### src/rtl/deq_pkg.sv
// Shared types and codes for the double-ended queue core.
// No dependencies; compiled before every other file in rtl/.
package deq_pkg;

	localparam logic [2:0] OP_PUSH_FRONT = 3'd0;
	localparam logic [2:0] OP_PUSH_BACK  = 3'd1;
	localparam logic [2:0] OP_POP_FRONT  = 3'd2;
	localparam logic [2:0] OP_POP_BACK   = 3'd3;
	localparam logic [2:0] OP_DUMP       = 3'd4;

	localparam logic [1:0] STAT_OK    = 2'd0;
	localparam logic [1:0] STAT_EMPTY = 2'd1;
	localparam logic [1:0] STAT_FULL  = 2'd2;

	typedef struct packed {
		logic [2:0]         opcode;
		logic signed [31:0] value;
	} deq_in_t;

	typedef struct packed {
		logic [1:0]         status;
		logic signed [31:0] item;
		logic               last;
		logic [5:0]         occupancy;
	} deq_out_t;

	// controller -> datapath
	typedef struct packed {
		logic exec;       // request word taken this cycle
		logic load_item;  // capture read data into the result word
		logic next;       // step to the next dump entry and read it
	} deq_cmd_t;

	// datapath -> controller
	typedef struct packed {
		logic empty;
		logic last;
	} deq_stat_t;

	typedef enum logic [1:0] {
		ST_IDLE,
		ST_FETCH,
		ST_RESULT
	} deq_state_t;

endpackage

### src/rtl/deq_dp.sv
// Datapath: entry memory, front index, count, dump cursor and result register.
// Depends on deq_pkg; driven by deq_ctrl through deq_cmd_t.
module deq_dp #(
	parameter int DEPTH = 32
) (
	input  logic              clk,
	input  logic              arst_n,
	input  deq_pkg::deq_in_t  req,
	input  deq_pkg::deq_cmd_t cmd,
	output deq_pkg::deq_stat_t stat,
	output deq_pkg::deq_out_t rsp
);
	import deq_pkg::*;

	localparam int IDX_W = $clog2(DEPTH);
	localparam int CNT_W = $clog2(DEPTH + 1);
	localparam int SUM_W = CNT_W + 1;
	localparam logic [IDX_W-1:0] LAST_IDX = IDX_W'(DEPTH - 1);
	localparam logic [CNT_W-1:0] FULL_CNT = CNT_W'(DEPTH);
	localparam logic [SUM_W-1:0] WRAP     = SUM_W'(DEPTH);

	logic [31:0]      mem [DEPTH];
	logic [31:0]      rdata_q;
	logic [IDX_W-1:0] front_q;
	logic [CNT_W-1:0] count_q;
	logic [CNT_W-1:0] idx_q;
	logic             dump_q;
	deq_out_t         rsp_q;

	logic             empty;
	logic             full;
	logic [CNT_W-1:0] off;
	logic [SUM_W-1:0] sum;
	logic [IDX_W-1:0] slot_addr;
	logic [IDX_W-1:0] front_dec;
	logic [IDX_W-1:0] front_inc;
	logic [IDX_W-1:0] front_nxt;
	logic [CNT_W-1:0] cnt_nxt;
	logic [1:0]       st_code;
	logic             wr_en;
	logic [IDX_W-1:0] wr_addr;
	logic             rd_en;
	logic             is_push;
	logic             is_fetch;

	assign empty = (count_q == '0);
	assign full  = (count_q == FULL_CNT);

	assign is_push  = req.opcode inside {OP_PUSH_FRONT, OP_PUSH_BACK};
	assign is_fetch = req.opcode inside {OP_POP_FRONT, OP_POP_BACK, OP_DUMP};

	// slot(off) = (front + off) mod DEPTH; sum stays below 2*DEPTH
	always_comb begin
		off = '0;
		if (cmd.next) begin
			off = idx_q + CNT_W'(1);
		end else begin
			case (req.opcode)
				OP_PUSH_BACK: off = count_q;
				OP_POP_BACK:  off = count_q - CNT_W'(1);
				default:      off = '0;
			endcase
		end
		sum = SUM_W'(front_q) + SUM_W'(off);
		if (sum >= WRAP) begin
			slot_addr = IDX_W'(sum - WRAP);
		end else begin
			slot_addr = IDX_W'(sum);
		end
	end

	assign front_dec = (front_q == '0) ? LAST_IDX : front_q - IDX_W'(1);
	assign front_inc = (front_q == LAST_IDX) ? '0 : front_q + IDX_W'(1);

	always_comb begin
		front_nxt = front_q;
		cnt_nxt   = count_q;
		st_code   = STAT_OK;
		case (req.opcode)
			OP_PUSH_FRONT, OP_PUSH_BACK: begin
				if (full) begin
					st_code = STAT_FULL;
				end else begin
					cnt_nxt = count_q + CNT_W'(1);
					if (req.opcode == OP_PUSH_FRONT) begin
						front_nxt = front_dec;
					end
				end
			end
			OP_POP_FRONT, OP_POP_BACK: begin
				if (empty) begin
					st_code = STAT_EMPTY;
				end else begin
					cnt_nxt = count_q - CNT_W'(1);
					if (req.opcode == OP_POP_FRONT) begin
						front_nxt = front_inc;
					end
				end
			end
			OP_DUMP: begin
				if (empty) begin
					st_code = STAT_EMPTY;
				end
			end
			default: st_code = STAT_OK;
		endcase
	end

	assign wr_en   = cmd.exec && is_push && !full;
	assign wr_addr = (req.opcode == OP_PUSH_FRONT) ? front_dec : slot_addr;
	assign rd_en   = (cmd.exec && is_fetch && !empty) || cmd.next;

	always_ff @(posedge clk) begin
		if (wr_en) begin
			mem[wr_addr] <= req.value;
		end
	end

	always_ff @(posedge clk) begin
		if (rd_en) begin
			rdata_q <= mem[slot_addr];
		end
	end

	always_ff @(posedge clk or negedge arst_n) begin
		if (!arst_n) begin
			front_q <= '0;
			count_q <= '0;
			idx_q   <= '0;
			dump_q  <= 1'b0;
		end else if (cmd.exec) begin
			front_q <= front_nxt;
			count_q <= cnt_nxt;
			idx_q   <= '0;
			dump_q  <= (req.opcode == OP_DUMP);
		end else if (cmd.next) begin
			idx_q <= idx_q + CNT_W'(1);
		end
	end

	// result word; item filled in later for pops and dump entries
	always_ff @(posedge clk) begin
		if (cmd.exec) begin
			rsp_q.status    <= st_code;
			rsp_q.item      <= '0;
			rsp_q.last      <= 1'b1;
			rsp_q.occupancy <= 6'(cnt_nxt);
		end else if (cmd.load_item) begin
			rsp_q.item <= rdata_q;
			if (dump_q) begin
				rsp_q.last <= ((idx_q + CNT_W'(1)) == count_q);
			end
		end
	end

	assign rsp        = rsp_q;
	assign stat.empty = empty;
	assign stat.last  = rsp_q.last;

endmodule

### src/rtl/deq_ctrl.sv
// Controller FSM: request/response handshakes and datapath sequencing.
// Depends on deq_pkg; drives deq_dp through deq_cmd_t.
module deq_ctrl (
	input  logic               clk,
	input  logic               arst_n,
	input  logic               req_valid,
	input  logic [2:0]         opcode,
	input  logic               rsp_ready,
	input  deq_pkg::deq_stat_t stat,
	output logic               req_ready,
	output logic               rsp_valid,
	output deq_pkg::deq_cmd_t  cmd
);
	import deq_pkg::*;

	deq_state_t state_q;
	deq_state_t state_nxt;

	always_ff @(posedge clk or negedge arst_n) begin
		if (!arst_n) begin
			state_q <= ST_IDLE;
		end else begin
			state_q <= state_nxt;
		end
	end

	always_comb begin
		state_nxt     = state_q;
		req_ready     = 1'b0;
		rsp_valid     = 1'b0;
		cmd.exec      = 1'b0;
		cmd.load_item = 1'b0;
		cmd.next      = 1'b0;
		case (state_q)
			ST_IDLE: begin
				req_ready = 1'b1;
				if (req_valid) begin
					cmd.exec = 1'b1;
					// pops and dumps on a non-empty queue need a memory read
					if ((opcode inside {OP_POP_FRONT, OP_POP_BACK, OP_DUMP}) && !stat.empty) begin
						state_nxt = ST_FETCH;
					end else begin
						state_nxt = ST_RESULT;
					end
				end
			end
			ST_FETCH: begin
				cmd.load_item = 1'b1;
				state_nxt     = ST_RESULT;
			end
			ST_RESULT: begin
				rsp_valid = 1'b1;
				if (rsp_ready) begin
					if (stat.last) begin
						state_nxt = ST_IDLE;
					end else begin
						cmd.next  = 1'b1;
						state_nxt = ST_FETCH;
					end
				end
			end
			default: state_nxt = ST_IDLE;
		endcase
	end

endmodule

### src/rtl/double_ended_queue_core.sv
// Bounded double-ended queue of 32-bit words in a DEPTH-entry ring buffer.
// Push, no-op and empty pop/dump: result word registered at accept and offered in
// the cycle after. Pop or dump on a non-empty queue: ST_FETCH, then ST_RESULT.
// A new request is taken only in ST_IDLE once the last result word is taken; each
// dump entry passes ST_FETCH then ST_RESULT (registered read, one-word result).
// Reset (arst_n low, asynchronous): queue empty, front index 0; memory not cleared.
module double_ended_queue_core #(
	parameter int DEPTH = 32
) (
	input  logic              clk,
	input  logic              arst_n,
	input  logic              req_valid,
	output logic              req_ready,
	input  deq_pkg::deq_in_t  req,
	output logic              rsp_valid,
	input  logic              rsp_ready,
	output deq_pkg::deq_out_t rsp
);
	import deq_pkg::*;

	deq_cmd_t  cmd;
	deq_stat_t stat;

	deq_ctrl u_ctrl (
		.clk       (clk),
		.arst_n    (arst_n),
		.req_valid (req_valid),
		.opcode    (req.opcode),
		.rsp_ready (rsp_ready),
		.stat      (stat),
		.req_ready (req_ready),
		.rsp_valid (rsp_valid),
		.cmd       (cmd)
	);

	deq_dp #(
		.DEPTH (DEPTH)
	) u_dp (
		.clk    (clk),
		.arst_n (arst_n),
		.req    (req),
		.cmd    (cmd),
		.stat   (stat),
		.rsp    (rsp)
	);

endmodule

### config.mk
export PLATFORM = sky130hd
export DESIGN_NAME = double_ended_queue_core
export DESIGN_NICKNAME = d
export VERILOG_FILES = /design/src/rtl/deq_pkg.sv /design/src/rtl/deq_dp.sv /design/src/rtl/deq_ctrl.sv /design/src/rtl/double_ended_queue_core.sv
export SDC_FILE = /design/constraint.sdc
export NUM_CORES = 1
export LEC_CHECK = 0
export BUFFER_PORTS_ARGS = -buffer_cell sky130_fd_sc_hd__clkbuf_2
export CORE_MARGIN = 10
export CORE_UTILIZATION = 56
export CTS_CLUSTER_DIAMETER = 200
export DETAILED_ROUTE_END_ITERATION = 8
export GPL_TIMING_DRIVEN = 0
export PLACE_DENSITY = 0.75
export REMOVE_ABC_BUFFERS = 1
export SLEW_MARGIN = 10
export SYNTH_ARGS = -nofsm -noshare
export SYNTH_HDL_FRONTEND = slang
export SYNTH_SLANG_ARGS = --single-unit
### constraint.sdc
create_clock -name clk -period 4.93 [get_ports clk]
set_clock_uncertainty 0.15 [all_clocks]
set_input_delay 0.2465 -clock clk [delete_from_list [all_inputs] [get_ports clk]]
set_output_delay 0.2465 -clock clk [all_outputs]
set_load 0.02 [all_outputs]
==> flow_summary.toml <==
[min_path]
hold_end = "u_dp.mem[1][8]"
hold_path.class = "in2reg"
hold_start = "req[8]"
holdPathStages = 1

[finish]
multi_input_area_sq_um = 10200
fin_area_sq_um = 51700
nFillCells = 4751
drive_above_1_share = 0.283
regArea_sq_um = 33100
fin_nets = 2551
synthToLayoutAreaGrowth_pct = 18.5
finalNonFillerCells = 3634

[cts]
cts-root-buf = "clkbuf_16"
clock_sinks = 1117
cts_htree_levels = 3
cts_buffers = 108
cts_buffer_depth = 3
cts_tree = "done"
clock_latency_ns = 0.68
clkTransAtPathRegs_ns = 0.06

[worst_setup_path]
r2r_setup_slack_ns = 0.09
critPathMaxFanout = 17
rr_startpoint = "u_dp.count_q[0]"
r2r-end = "u_dp.mem[18][11]"
r2r_cells = 14
path_class = "reg2reg"
crit_path_start_kind = "register"
cp.required_ns = 5.19
critPathCaptureType = "register"
critical_path_arrival_ns = 5.10

[sta]
slew_viol_final = 0
hold_viol_final = 0
whs_ns = 0.0339
setup_viol = 0
slew_headroom = 0.317
tightest_slew_ns = 1.02
fin_crit_sh = 0.981
period_needed_ns = 4.84
maxClockFrequency_mhz = 207

[logic_synthesis]
synth_top_area_frac = 0.733
yosys-top-cells-area = "edfxtp_1 73%, mux4_2 13%, nand3_1 2.3%, nand2_1 2.0%, dfxtp_1 1.5%"
synth.distinct_cells = 62
syn_avg_cell_area_sq_um = 19.1
yosys_most_used_dff = "edfxtp_1"
ys_warn_count = 0
synthCells = 2280
synthArstFlopShare = 0.0179
synth_edf_count = 1064
synth_most_common_cell = "edfxtp_1"
ys_seq_area_frac = 0.759
synthTopCellsByCount = "1064 x edfxtp_1, 256 x mux4_2, 229 x nand2_1, 201 x nand3_1, 75 x clkbuf_1"
synthesis.area_sq_um = 43600
synth_seq_cells = 1117
synth.largest_area_cell = "edfxtp_1"

[floorplan]
fp.dieW_microns = 299
pin_count = 82
coreArea_sq_um = 77300
initial_core_util = 0.564
rows = 102
die_h_microns = 299
dieArea_sq_um = 89400

[drt]
drtAntennaViolNets = 0
via_per_inst = 6.75
via_count = 24500
firstDrtPassIters = 5
drt_iter0_markers = 3478
routed_wl_mm = 117
drc_errors = 0
routedWlPerCell_microns = 32.1

[grt]
grt_start_max_net_pins = 54
gr-total-overflow = 0
grt_usage = 0.255
grt_pass1_wl_mm = 167
antenna_found_initial = 0
grt_pass1_vias = 24700

[placed_design]
postPlaceCellArea_sq_um = 47300
port_buffers = 81
routabilityCongestion = 0.814
place_hpwl_mm = 64.8
place_inst = 3368

[job]
drv_cap = 0

[power_and_ir_drop]
ir_drop_mv = 0.416
p_leak_nw = 16.6
finalPower_w = 0.0313
powerDensity_nw_per_um2 = 607

[run_status]
status = "completed"
-- cell type report --
class,count,area share
Multi-Input combinational cell,1012,0.198
Sequential cell,1117,0.641
Tap cell,1040,0.0252
Antenna cell,2,0.0000969
Timing Repair Buffer,250,0.0657
Inverter,12,0.000920
Clock buffer,138,0.0571
Clock inverter,63,0.0119
-- sequential cells by signal, summed over array words and instances, names as in the netlist --
name and count:
u_ctrl.state_q 2, u_dp.count_q 6, u_dp.dump_q 1, u_dp.front_q 5, u_dp.idx_q 6, u_dp.mem 1024
u_dp.rdata_q 32, u_dp.rsp 41
-- critical path, cell delays in order, from the launching register on --
cell and delay [ns]:
dfrtp_1 0.47, inv_1 0.15, ha_1 0.29, nand2_1 0.14, xor2_1 0.19, o22ai_1 0.14, ha_1 0.53, a21oi_2 0.20
xnor2_2 0.53, buf_6 0.24, buf_8 0.19, nor2_1 0.11, o22ai_1 0.78, nor2_4 0.19, buf_12 0.24
-- per-layer routing --
layer	global-route usage	vias up	wire length [microns]
li1	-	9692	-
met1	0.348	12500	41800
met2	0.390	1907	54700
met3	0.0618	394	14400
met4	0.112	0	5680
met5	0	-	0
-- cell families (layout without fill, tap and decap cells) --
| logic type | Yosys count | count (layout) | synth area share |
|---|---|---|---|
| xor gates and xnor gates | 27 | 27 | 0.00542 |
| other | 0 | 2 | 0 |
| and+or+nand+nor | 542 | 542 | 0.0560 |
| AOI/OAI and AO/OA | 173 | 173 | 0.0280 |
| adders and majority gates | 11 | 11 | 0.00333 |
| buffers and inverters | 151 | 463 | 0.0149 |
| muxes | 259 | 259 | 0.133 |
| DFF | 1117 | 1117 | 0.759 |
-- what timing repair did --
| action | in CTS | in global routing |
|---|---|---|
| gates resized for setup | 5 | 7 |
| hold buffers | 18 | 0 |
| endpoints found under the hold margin | 234 | 0 |
| setup endpoints to repair | 825 | 866 |
| pin swaps | 28 | 6 |
| buffers inserted | 36 | 9 |
-- worst max-delay path by stage --
stage / cells after the start / start / end / slack (ns)
6_report: 14 / u_dp.count_q[0] / u_dp.mem[18][11] / 0.09
3_5_place_dp: 13 / u_ctrl.state_q[1] / u_dp.mem[0][15] / -0.59
5_1_grt: 15 / u_dp.count_q[0] / u_dp.mem[13][29] / -0.0001
3_3_place_gp: 8 / u_ctrl.state_q[0] / u_dp.mem[27][15] / -14.48
2_1_floorplan: 8 / u_ctrl.state_q[0] / u_dp.mem[21][0] / -8.12
4_1_cts: 15 / u_dp.count_q[0] / u_dp.mem[15][20] / -0.004
-- placed cells by master, fill, tap and decap left out, drive strengths merged, types with 2 or more instances in the layout --
cell type    Yosys  final
edfxtp        1064   1064
mux4           256    256
nand2          229    229
clkbuf          76    219
nand3          201    201
buf             63    151
nor2            66     66
a21oi           51     51
clkinv           0     47
a41oi           33     33
dfxtp           33     33
a31o            32     32
dfrtp           20     20
o21ai           20     20
dlygate4sd3      0     18
xnor2           15     15
inv             12     13
nor3            12     12
xor2            12     12
bufinv           0     11
nand2b          10     10
ha              10     10
o22ai            9      9
nor2b            5      5
and2             4      4
clkinvlp         0      4
a31oi            3      3
a22oi            3      3
a22o             3      3
o32a             3      3
diode            0      2
and3             2      2
a21o             2      2
o211ai           2      2
o31ai            2      2
or3              2      2
mux2             2      2
nor3b            2      2
nor4             2      2
-- through the flow --
step	TNS (ns)	setup slack, ns	utilization
floorplan	-8234.07	-8.12	-
finish	0	0.0926	0.668
CTS	-0.00403	-0.00403	0.666
detailed placement	-196.01	-0.589	0.612
global route	-0.000147	-0.000147	0.668
global placement	-	-14.48	0.578
-- report_power, final --
| group | switching, W | internal, W |
|---|---|---|
| logic | 0.00660 | 0.00535 |
| clock network | 0.00349 | 0.00479 |
| registers | 0.000231 | 0.0109 |
| total | 0.0103 | 0.0210 |
Power figures use the tool's default switching activity.
